### config.mk
export PLATFORM = sky130hd
export DESIGN_NAME = periodic_timeout_slot_table
export DESIGN_NICKNAME = d
export VERILOG_FILES = /design/src/hdl/ptst_pkg.sv /design/src/hdl/periodic_timeout_slot_table.sv /design/src/hdl/ptst_ctrl.sv /design/src/hdl/ptst_dp.sv
export SDC_FILE = /design/constraint.sdc
export NUM_CORES = 1
export LEC_CHECK = 0
export BUFFER_PORTS_ARGS = -buffer_cell sky130_fd_sc_hd__buf_4
export CAP_MARGIN = 5
export CORE_MARGIN = 2
export CORE_UTILIZATION = 50
export CTS_CLUSTER_SIZE = 16
export DETAILED_ROUTE_END_ITERATION = 8
export PLACE_DENSITY = 0.72
export SYNTH_ARGS = -nofsm -noshare
export SYNTH_HDL_FRONTEND = slang
export SYNTH_HIERARCHICAL = 1
export SYNTH_SLANG_ARGS = --single-unit
### constraint.sdc
create_clock -name aclk -period 15 [get_ports aclk]
set_clock_uncertainty 0.2 [all_clocks]
set_input_delay 3 -clock aclk [delete_from_list [all_inputs] [get_ports aclk]]
set_output_delay 3 -clock aclk [all_outputs]
set_load 0.01 [all_outputs]
### src/hdl/ptst_pkg.sv
`default_nettype none

package ptst_pkg;

    // Table geometry and ID numbering.
    localparam int SLOTS   = 5;
    localparam int ID_BASE = 10000;
    localparam int SLOT_W  = (SLOTS > 1) ? $clog2(SLOTS) : 1;

    // Field widths.
    localparam int ID_W     = 32;
    localparam int NOW_W    = 32;
    localparam int TIME_W   = 16;
    localparam int PERIOD_W = 16;
    localparam int PRIO_W   = 2;
    localparam int MODE_W   = 2;
    localparam int KIND_W   = 2;

    // Stream packing: input tdata holds now_time, period_ms, prio_level, slot_id_in.
    localparam int S_TDATA_W = 88;
    localparam int M_TDATA_W = 56;

    // Item modes carried in s_tuser.
    localparam logic [MODE_W-1:0] MODE_REG   = 2'd0;
    localparam logic [MODE_W-1:0] MODE_UNREG = 2'd1;
    localparam logic [MODE_W-1:0] MODE_TICK  = 2'd2;

    // Result kinds carried in m_tuser.
    localparam logic [KIND_W-1:0] KIND_REG   = 2'd0;
    localparam logic [KIND_W-1:0] KIND_UNREG = 2'd1;
    localparam logic [KIND_W-1:0] KIND_FIRE  = 2'd2;

    // Status codes.
    localparam logic STATUS_OK   = 1'b0;
    localparam logic STATUS_FAIL = 1'b1;

    typedef enum logic [1:0] {
        ST_IDLE,
        ST_SCAN,
        ST_REPLY,
        ST_FIRE
    } state_t;

    // Controller to datapath.
    typedef struct packed {
        logic load;      // latch the accepted item and restart the scan
        logic scan;      // evaluate the slot at the current index
        logic idx_clr;   // rewind the index for the fire pass
        logic reply;     // emit the register or unregister reply and commit it
        logic fire_adv;  // step the fire pass; emits when the slot fires
    } dp_cmd_t;

    // Datapath to controller.
    typedef struct packed {
        logic              idx_last;
        logic [MODE_W-1:0] mode;
        logic              hit;
        logic              out_free;
    } dp_stat_t;

    // First ID candidate base for a priority; priority zero never registers.
    function automatic logic [ID_W-1:0] base_id(input logic [PRIO_W-1:0] prio);
        logic [ID_W-1:0] base;
        case (prio)
            2'd1:    base = ID_W'(ID_BASE);
            2'd2:    base = ID_W'(ID_BASE * 2);
            2'd3:    base = ID_W'(ID_BASE * 3);
            default: base = '0;
        endcase
        return base;
    endfunction

endpackage

`default_nettype wire

### src/hdl/periodic_timeout_slot_table.sv
// Periodic timeout slot table with five slots.
// Input channel (s_): one transfer per item. s_tuser carries the mode
// (register, unregister, tick); s_tdata carries now_time, period_ms,
// prio_level and slot_id_in. Result channel (m_): s_tuser's counterpart
// m_tuser carries the result kind, m_tdata the ID, lag and status, and
// m_tlast marks the final result of an item.
// Each accepted item is handled alone: it is accepted, then the slot
// table is scanned at one slot per cycle, then either a reply is issued
// or, for a tick, a fire pass runs at one cycle per slot while no firing
// slot waits on a stalled receiver. A register or unregister item yields
// one result. A tick yields one result per firing slot; a tick where
// nothing fires yields nothing. An item of the unused mode yields nothing.
// The table is read at a single index, which the scan and fire pass step.
// The result register holds one result, so the next item is accepted while
// the previous result still waits; when the receiver stalls, the reply or
// a firing step waits for the result register to free; nothing is lost.
// Reset (aresetn low at a clock edge) frees every slot and empties the
// result register; it takes effect at that edge with no clearing pass.
`default_nettype none

module periodic_timeout_slot_table (
    input  wire                             aclk,
    input  wire                             aresetn,
    input  wire                             s_tvalid,
    output logic                            s_tready,
    // s_tdata, lowest bit up: now_time[31:0], period_ms[47:32],
    // prio_level[49:48], slot_id_in[81:50], zero fill[87:82].
    input  wire  [ptst_pkg::S_TDATA_W-1:0]  s_tdata,
    // s_tuser: mode[1:0].
    input  wire  [ptst_pkg::MODE_W-1:0]     s_tuser,
    output logic                            m_tvalid,
    input  wire                             m_tready,
    // m_tdata, lowest bit up: slot_id_out[31:0], lag_ms[47:32],
    // status[48], zero fill[55:49].
    output logic [ptst_pkg::M_TDATA_W-1:0]  m_tdata,
    // m_tuser: kind[1:0].
    output logic [ptst_pkg::KIND_W-1:0]     m_tuser,
    output logic                            m_tlast
);

    // Commands from the controller and status back from the datapath.
    ptst_pkg::dp_cmd_t  cmd;
    ptst_pkg::dp_stat_t stat;

    // The controller sequences accept, scan, reply and fire passes.
    ptst_ctrl u_ctrl (
        .aclk     (aclk),
        .aresetn  (aresetn),
        .s_tvalid (s_tvalid),
        .s_tready (s_tready),
        .stat     (stat),
        .cmd      (cmd)
    );

    // The datapath holds the slot table, the scan registers and the
    // result register that drives the result channel.
    ptst_dp u_dp (
        .aclk     (aclk),
        .aresetn  (aresetn),
        .s_tdata  (s_tdata),
        .s_tuser  (s_tuser),
        .m_tvalid (m_tvalid),
        .m_tready (m_tready),
        .m_tdata  (m_tdata),
        .m_tuser  (m_tuser),
        .m_tlast  (m_tlast),
        .cmd      (cmd),
        .stat     (stat)
    );

endmodule

`default_nettype wire

### src/hdl/ptst_ctrl.sv
`default_nettype none

module ptst_ctrl (
    input  wire                aclk,
    input  wire                aresetn,
    input  wire                s_tvalid,
    output logic               s_tready,
    input  ptst_pkg::dp_stat_t stat,
    output ptst_pkg::dp_cmd_t  cmd
);

    ptst_pkg::state_t state_reg, state_next;

    always_ff @(posedge aclk) begin
        if (!aresetn) begin
            state_reg <= ptst_pkg::ST_IDLE;
        end else begin
            state_reg <= state_next;
        end
    end

    always_comb begin
        state_next = state_reg;
        case (state_reg)
            ptst_pkg::ST_IDLE: begin
                if (s_tvalid) begin
                    state_next = ptst_pkg::ST_SCAN;
                end
            end
            ptst_pkg::ST_SCAN: begin
                if (stat.idx_last) begin
                    if (stat.mode == ptst_pkg::MODE_REG ||
                        stat.mode == ptst_pkg::MODE_UNREG) begin
                        state_next = ptst_pkg::ST_REPLY;
                    end else if (stat.mode == ptst_pkg::MODE_TICK) begin
                        state_next = ptst_pkg::ST_FIRE;
                    end else begin
                        state_next = ptst_pkg::ST_IDLE;
                    end
                end
            end
            ptst_pkg::ST_REPLY: begin
                if (stat.out_free) begin
                    state_next = ptst_pkg::ST_IDLE;
                end
            end
            ptst_pkg::ST_FIRE: begin
                if ((!stat.hit || stat.out_free) && stat.idx_last) begin
                    state_next = ptst_pkg::ST_IDLE;
                end
            end
            default: begin
                state_next = ptst_pkg::ST_IDLE;
            end
        endcase
    end

    always_comb begin
        cmd      = '0;
        s_tready = 1'b0;
        case (state_reg)
            ptst_pkg::ST_IDLE: begin
                s_tready = 1'b1;
                cmd.load = s_tvalid;
            end
            ptst_pkg::ST_SCAN: begin
                cmd.scan    = 1'b1;
                cmd.idx_clr = stat.idx_last;
            end
            ptst_pkg::ST_REPLY: begin
                cmd.reply = stat.out_free;
            end
            ptst_pkg::ST_FIRE: begin
                cmd.fire_adv = !stat.hit || stat.out_free;
            end
            default: begin
                cmd = '0;
            end
        endcase
    end

endmodule

`default_nettype wire

### src/hdl/ptst_dp.sv
`default_nettype none

module ptst_dp (
    input  wire                                 aclk,
    input  wire                                 aresetn,
    input  wire  [ptst_pkg::S_TDATA_W-1:0]      s_tdata,
    input  wire  [ptst_pkg::MODE_W-1:0]         s_tuser,
    output logic                                m_tvalid,
    input  wire                                 m_tready,
    output logic [ptst_pkg::M_TDATA_W-1:0]      m_tdata,
    output logic [ptst_pkg::KIND_W-1:0]         m_tuser,
    output logic                                m_tlast,
    input  ptst_pkg::dp_cmd_t                   cmd,
    output ptst_pkg::dp_stat_t                  stat
);

    // Slot table.
    logic [ptst_pkg::ID_W-1:0]     slot_ident_reg  [ptst_pkg::SLOTS];
    logic [ptst_pkg::PERIOD_W-1:0] slot_period_reg [ptst_pkg::SLOTS];
    logic [ptst_pkg::PRIO_W-1:0]   slot_prio_reg   [ptst_pkg::SLOTS];
    logic [ptst_pkg::TIME_W-1:0]   slot_last_reg   [ptst_pkg::SLOTS];

    // Latched item.
    logic [ptst_pkg::MODE_W-1:0]   mode_reg;
    logic [ptst_pkg::TIME_W-1:0]   now_reg;
    logic [ptst_pkg::PERIOD_W-1:0] period_reg;
    logic [ptst_pkg::PRIO_W-1:0]   prio_reg;
    logic [ptst_pkg::ID_W-1:0]     id_in_reg;

    // Scan state.
    logic [ptst_pkg::SLOT_W-1:0]   idx_reg, idx_next;
    logic                          free_found_reg;
    logic [ptst_pkg::SLOT_W-1:0]   free_idx_reg;
    logic [ptst_pkg::ID_W-1:0]     top_reg;
    logic                          match_found_reg;
    logic [ptst_pkg::SLOT_W-1:0]   match_idx_reg;
    logic [ptst_pkg::SLOTS-1:0]    fire_mask_reg;

    // Output register.
    logic                          m_tvalid_reg;
    logic [ptst_pkg::KIND_W-1:0]   out_kind_reg,   out_kind_next;
    logic [ptst_pkg::ID_W-1:0]     out_id_reg,     out_id_next;
    logic [ptst_pkg::PERIOD_W-1:0] out_lag_reg,    out_lag_next;
    logic                          out_status_reg, out_status_next;
    logic                          out_last_reg,   out_last_next;

    logic [ptst_pkg::ID_W-1:0]     cur_ident;
    logic                          cur_valid;
    logic [ptst_pkg::TIME_W-1:0]   elapsed;
    logic [ptst_pkg::PERIOD_W-1:0] lag;
    logic                          fire_now;
    logic                          more_fires;
    logic                          reg_refuse;
    logic                          unreg_fail;
    logic [ptst_pkg::ID_W-1:0]     new_id;
    logic                          hit;
    logic                          emit;
    logic                          out_free;
    logic                          reg_commit;
    logic                          unreg_commit;

    assign cur_ident = slot_ident_reg[idx_reg];
    assign cur_valid = (cur_ident != '0);
    assign elapsed   = now_reg - slot_last_reg[idx_reg];
    assign lag       = elapsed - slot_period_reg[idx_reg];
    assign fire_now  = cur_valid && (elapsed >= slot_period_reg[idx_reg]);
    assign hit       = fire_mask_reg[idx_reg];

    always_comb begin
        more_fires = 1'b0;
        for (int i = 0; i < ptst_pkg::SLOTS; i++) begin
            if (ptst_pkg::SLOT_W'(i) > idx_reg && fire_mask_reg[i]) begin
                more_fires = 1'b1;
            end
        end
    end

    assign new_id       = top_reg + ptst_pkg::ID_W'(1);
    assign reg_refuse   = (prio_reg == '0) || !free_found_reg || (top_reg == '1);
    assign unreg_fail   = (id_in_reg == '0) || !match_found_reg;
    assign reg_commit   = cmd.reply && (mode_reg == ptst_pkg::MODE_REG) && !reg_refuse;
    assign unreg_commit = cmd.reply && (mode_reg == ptst_pkg::MODE_UNREG) && !unreg_fail;
    assign emit         = cmd.reply || (cmd.fire_adv && hit);
    assign out_free     = !m_tvalid_reg || m_tready;

    assign stat.idx_last = (idx_reg == ptst_pkg::SLOT_W'(ptst_pkg::SLOTS - 1));
    assign stat.mode     = mode_reg;
    assign stat.hit      = hit;
    assign stat.out_free = out_free;

    always_comb begin
        if (cmd.load || cmd.idx_clr) begin
            idx_next = '0;
        end else if (cmd.scan || cmd.fire_adv) begin
            idx_next = idx_reg + ptst_pkg::SLOT_W'(1);
        end else begin
            idx_next = idx_reg;
        end
    end

    always_ff @(posedge aclk) begin
        if (!aresetn) begin
            idx_reg      <= '0;
            m_tvalid_reg <= 1'b0;
        end else begin
            idx_reg <= idx_next;
            if (emit) begin
                m_tvalid_reg <= 1'b1;
            end else if (m_tready) begin
                m_tvalid_reg <= 1'b0;
            end
        end
    end

    // Item latch and per-slot scan accumulation.
    always_ff @(posedge aclk) begin
        if (cmd.load) begin
            mode_reg        <= s_tuser;
            now_reg         <= s_tdata[ptst_pkg::TIME_W-1:0];
            period_reg      <= s_tdata[47:32];
            prio_reg        <= s_tdata[49:48];
            id_in_reg       <= s_tdata[81:50];
            top_reg         <= ptst_pkg::base_id(s_tdata[49:48]);
            free_found_reg  <= 1'b0;
            free_idx_reg    <= '0;
            match_found_reg <= 1'b0;
            match_idx_reg   <= '0;
        end else if (cmd.scan) begin
            if (!cur_valid && !free_found_reg) begin
                free_found_reg <= 1'b1;
                free_idx_reg   <= idx_reg;
            end
            if (cur_valid && slot_prio_reg[idx_reg] == prio_reg && cur_ident > top_reg) begin
                top_reg <= cur_ident;
            end
            if (cur_ident == id_in_reg && !match_found_reg) begin
                match_found_reg <= 1'b1;
                match_idx_reg   <= idx_reg;
            end
            fire_mask_reg[idx_reg] <= fire_now;
        end
    end

    // Slot IDs clear at reset; zero marks a free slot.
    always_ff @(posedge aclk) begin
        if (!aresetn) begin
            for (int i = 0; i < ptst_pkg::SLOTS; i++) begin
                slot_ident_reg[i] <= '0;
            end
        end else if (reg_commit) begin
            slot_ident_reg[free_idx_reg] <= new_id;
        end else if (unreg_commit) begin
            slot_ident_reg[match_idx_reg] <= '0;
        end
    end

    always_ff @(posedge aclk) begin
        if (reg_commit) begin
            slot_period_reg[free_idx_reg] <= period_reg;
            slot_prio_reg[free_idx_reg]   <= prio_reg;
            slot_last_reg[free_idx_reg]   <= now_reg;
        end else if (cmd.fire_adv && hit) begin
            slot_last_reg[idx_reg] <= now_reg;
        end
    end

    always_comb begin
        if (cmd.reply) begin
            out_lag_next  = '0;
            out_last_next = 1'b1;
            if (mode_reg == ptst_pkg::MODE_REG) begin
                out_kind_next   = ptst_pkg::KIND_REG;
                out_id_next     = reg_refuse ? '0 : new_id;
                out_status_next = reg_refuse ? ptst_pkg::STATUS_FAIL : ptst_pkg::STATUS_OK;
            end else begin
                out_kind_next   = ptst_pkg::KIND_UNREG;
                out_id_next     = id_in_reg;
                out_status_next = unreg_fail ? ptst_pkg::STATUS_FAIL : ptst_pkg::STATUS_OK;
            end
        end else begin
            out_kind_next   = ptst_pkg::KIND_FIRE;
            out_id_next     = cur_ident;
            out_lag_next    = lag;
            out_status_next = ptst_pkg::STATUS_OK;
            out_last_next   = !more_fires;
        end
    end

    always_ff @(posedge aclk) begin
        if (emit) begin
            out_kind_reg   <= out_kind_next;
            out_id_reg     <= out_id_next;
            out_lag_reg    <= out_lag_next;
            out_status_reg <= out_status_next;
            out_last_reg   <= out_last_next;
        end
    end

    assign m_tvalid = m_tvalid_reg;
    assign m_tuser  = out_kind_reg;
    assign m_tlast  = out_last_reg;
    assign m_tdata  = ptst_pkg::M_TDATA_W'({out_status_reg, out_lag_reg, out_id_reg});

`ifndef NO_ASSERTIONS
    // A waiting result is never overwritten by a new one.
    a_no_overwrite: assert property (@(posedge aclk) disable iff (!aresetn)
        (m_tvalid_reg && !m_tready) |-> !emit)
        else $error("result register overwritten while stalled");

    // Replies are only produced for register and unregister items.
    a_reply_mode: assert property (@(posedge aclk) disable iff (!aresetn)
        cmd.reply |-> (mode_reg == ptst_pkg::MODE_REG || mode_reg == ptst_pkg::MODE_UNREG))
        else $error("reply issued for a tick or unused item");

    // A committed registration leaves a nonzero ID in the chosen slot.
    a_reg_commit: assert property (@(posedge aclk) disable iff (!aresetn)
        reg_commit |=> (slot_ident_reg[$past(free_idx_reg)] != '0))
        else $error("registered slot left free");

    // A fire result always has a live slot behind it.
    a_fire_valid: assert property (@(posedge aclk) disable iff (!aresetn)
        (cmd.fire_adv && hit) |-> cur_valid)
        else $error("fire emitted for a free slot");
`endif

endmodule

`default_nettype wire
==> Implementation_results.wiki <==
{| class="wikitable"
! Metric !! Value
|-
| Endpoint of the worst hold path || u_dp/slot_period_reg[4][13]
|-
| Post-synthesis sequential area ratio || 64.4%
|-
| Summed area of non-filler cells in the final layout || 31700 um^2
|-
| Die outline area || 57300 um^2
|-
| Total clock buffers created by CTS || 60
|-
| Clock Root Buffer || clkbuf_16
|-
| Count of unique library cells instantiated by Yosys || 77
|-
| GR Overflow Total || 0
|-
| Dominant cells by area after synthesis || edfxtp_1 (63%), mux4_2 (5.3%), nor2_1 (3.9%)
|-
| Fmax || 150 MHz
|-
| Result of the run || finished clean
|-
| Worst-path fanout max || 50
|-
| Number of global-route vias before repair || 17335
|-
| Number of diodes added for antenna fixing || 0
|-
| Area after detailed placement || 29600 um^2
|-
| First-pass GRT wire length || between 100000 and 150000 um
|-
| Number of buffers added to fix hold violations after cts || 0
|-
| Post-synth top area cell || edfxtp_1
|-
| Starting density of the core || between 50% and 60%
|-
| Synthesis-to-layout area growth || 14.5%
|-
| Post-route ant nets || 0
|-
| Top cells by count, synth || edfxtp_1 (583), nor2_1 (285), inv_1 (117), mux2i_1 (102), nand2_1 (90)
|-
| Residual DRC count || 0
|-
| Total clock sinks || 600
|-
| Total area of sequential cells || 17900 um^2
|-
| Die Height || 239 um
|-
| Share of final-layout standard cells stronger than drive strength 1 || about 18%
|-
| EDFF count, synth || around 580
|-
| Synthesized-area fraction occupied by and/or/nand/nor cells || 10.1%
|-
| CTS tree || built
|-
| Startpoint of the worst hold path || u_dp/period_reg[13]
|-
| Global-route usage over all layers || 25.1%
|-
| Critical path launch point type || primary input
|-
| # placed instances || ~2800
|-
| Post_cts resized || 0
|-
| Antenna violations before repair || 0
|-
| Routed length per placed instance || 24.7 um
|-
| Multiplexer area fraction after synthesis || 11.0%
|-
| Cells after synthesis || 1966
|-
| Via Count || 17556
|-
| DR iter-0 viols || between 1500 and 2000
|-
| Classification of the worst setup path || in -> reg
|-
| Area taken by multi-input logic gates || just over 9000 um^2
|-
| Hold Fails Final Rpt || 0
|-
| DR vias/cell || 6.03
|-
| Total half-perimeter wirelength after legalization and detailed placement || 48500 um
|-
| Total standard cell area after synthesis || 27700 um^2
|-
| Number of warnings issued by yosys || 6
|-
| Level count of the clock H-tree || 2
|-
| Maximum number of pins on one net before global-route repair || 117
|-
| Leading cell type by number of instances after synthesis || edfxtp_1
|-
| WP data arrival || between 6 and 7 ns
|-
| Number of input and output port buffers inserted || 125
|-
| Unrepaired setup endpoints after global routing || false
|-
| Synthesized-area fraction occupied by ao, oa, aoi and oai cells || 5.30%
|-
| Max-Cap Viols || 0
|-
| Portion of synthesized cell area occupied by the leading cell type || 63.2%
|-
| Source-to-sink clock delay at the later pin of the worst-skew pair || between 0.6 and 0.7 ns
|-
| Net count of the finished layout || 2279
|-
| Commonest register cell after synthesis || edfxtp_1
|-
| Area share of xor/xnor cells in the synthesized design || around 2.5%
|-
| Final setup violation count || 0
|-
| Top-level I/O count || roughly 160
|-
| Clock slew seen by the registers of the worst setup and hold paths || 0.06 ns
|-
| Layout fillers || 4243
|-
| Hold path depth || 0
|-
| Power per cell area || 132 nW/um^2
|-
| R2r worst-path depth || 19
|-
| Non-filler cells, final || 2910
|-
| Largest register FFs || 256
|-
| Worst slew margin || around a fifth
|-
| Largest family of logic cells by synthesized area || multiplexers
|-
| Class of the worst hold path || reg -> reg
|-
| Post-CTS Setup Repair Bufs || 0
|-
| Async set-or-reset flop fraction in the synthesized netlist || 0%
|-
| Core Rows || 86
|-
| Setup slack of the most critical reg-to-reg path || 8.81 ns
|-
| Adder and majority cell fraction of the synthesized area || 3.39%
|-
| Leakage || 11.4 nW
|-
| Required arrival time at the worst endpoint || 15.05 ns
|-
| Setup_tns || 0 ns
|-
| IR Drop Worst-Case VDD || 103 uV
|-
| Worst-case clock buffer depth || 3
|-
| Per-instance average area after synthesis || 14.1 um^2
|-
| Worst hold slack after final layout || 0.321 ns
|-
| Final Cycle Share || between 40 and 50%
|-
| Wire length reported by the detailed router || between 70000 and 80000 um
|-
| Placeable Area || 55000 um^2
|-
| Number of pins exceeding their max-slew limit in the final report || 0
|-
| Flip-flop and latch count after synthesis || 600
|-
| Overall power consumption || between 4 and 5 mW
|-
| Last weighted congestion value of the routability-driven placer || 0.925
|-
| Worst r2r dst || u_dp/fire_mask_reg[2]
|-
| Min Clock Period, post-route || 6.67 ns
|-
| Horizontal die dimension || 239 um
|-
| Type of element capturing the critical path || flop
|-
| Initial DRT Pass Iterations || 6
|-
| Transition time at the pin with the least slew margin || 1.22 ns
|}
## critical path, stage by stage
cell,delay [ns]
buf_4,0.07
nand2b_1,0.16
and3_2,0.21
buf_4,0.50
nand2_1,0.09
or4_2,1.01
nor2_1,0.52
a32oi_2,0.17
buf_4,0.32
nand2_1,0.13
buf_4,0.48
## logic make-up after synthesis
family,after synthesis
AOI/OAI and AO/OA,204
xor gates and xnor gates,78
adders and majority gates,74
buffers and inverters,212
DFF,600
muxes,195
other,1
and+or+nand+nor,602
## power by group
group,internal (mW),total (mW),switching [mW],leakage [nW]
Sequential,1.93,1.99,0.0521,5.63
Clock,0.943,1.59,0.650,1.01
Combinational,0.233,0.605,0.372,4.75
Total,3.11,4.18,1.07,11.4
## cell type report
| class | count | area share, % |
|---|---|---|
| clock buffer | 71 | 4.96 |
| clock inverter | 42 | 1.71 |
| inverter | 120 | 1.42 |
| multi-input combinational | 1160 | 28.7 |
| sequential | 600 | 56.3 |
| tap | 748 | 2.95 |
| timing repair buffer | 169 | 4.04 |
## through the flow
stage	worst slack, ns	util, %
2_1_floorplan	7.45	-
3_3_place_gp	7.76	53.9
3_5_place_dp	7.72	53.9
4_1_cts	8.37	57.7
5_1_grt	8.12	57.7
6_report	8.33	57.7
## cell usage in the layout (no fill, tap or decap), drive strengths merged, types with 6 or more instances in the layout
cell type  Yosys  routed
or2            7       7
nand3         33      33
clkinvlp       0       8
mux2i        105     105
and3          12      12
clkinv         2      21
nand4         25      25
nor4          36      36
a221o         23      23
ha            72      72
edfxtp       583     583
dfxtp         17      17
a21o          13      13
a31oi         10      10
nand2         90      90
and2          10      10
nor2b         16      16
o21a          11      11
xnor2         69      69
clkbuf        44      71
nor3          39      39
buf           48     169
or3            6       6
xor2           9       9
mux2          10      10
o21ai         32      32
o2111ai        6       6
a22oi         12      12
nor2         286     286
bufinv         0      11
inv          118     122
mux4          80      80
o221ai         8       8
a21oi         39      39
nand2b        17      17
conb           1       7
nor3b          8       8
## how the worst max path moves through the flow
stage                   from                    endpoint  cells past startpoint  slack [ns]
floorplan           m_tready   u_dp/slot_ident_reg[5][0]                     10        7.45
global placement    m_tready  u_dp/slot_ident_reg[2][21]                     11        7.76
detailed placement  m_tready  u_dp/slot_ident_reg[0][25]                     11        7.72
CTS                 m_tready  u_dp/slot_ident_reg[2][13]                     11        8.37
global route        m_tready  u_dp/slot_ident_reg[2][12]                     11        8.12
finish              m_tready  u_dp/slot_ident_reg[2][13]                     11        8.33
## routing by layer
metal | track usage [%] | routed length (um) | vias up | part of all wire (%)
li1 | - | - | 7715 | -
met1 | 33.9 | 28900 | 8819 | 40
met2 | 40.8 | 34400 | 881 | 48
met3 | 4.75 | 6340 | 141 | 8.8
met4 | 9.13 | 2380 | 0 | 3.3
met5 | 0 | 0 | - | 0
Power figures use the tool's default switching activity.
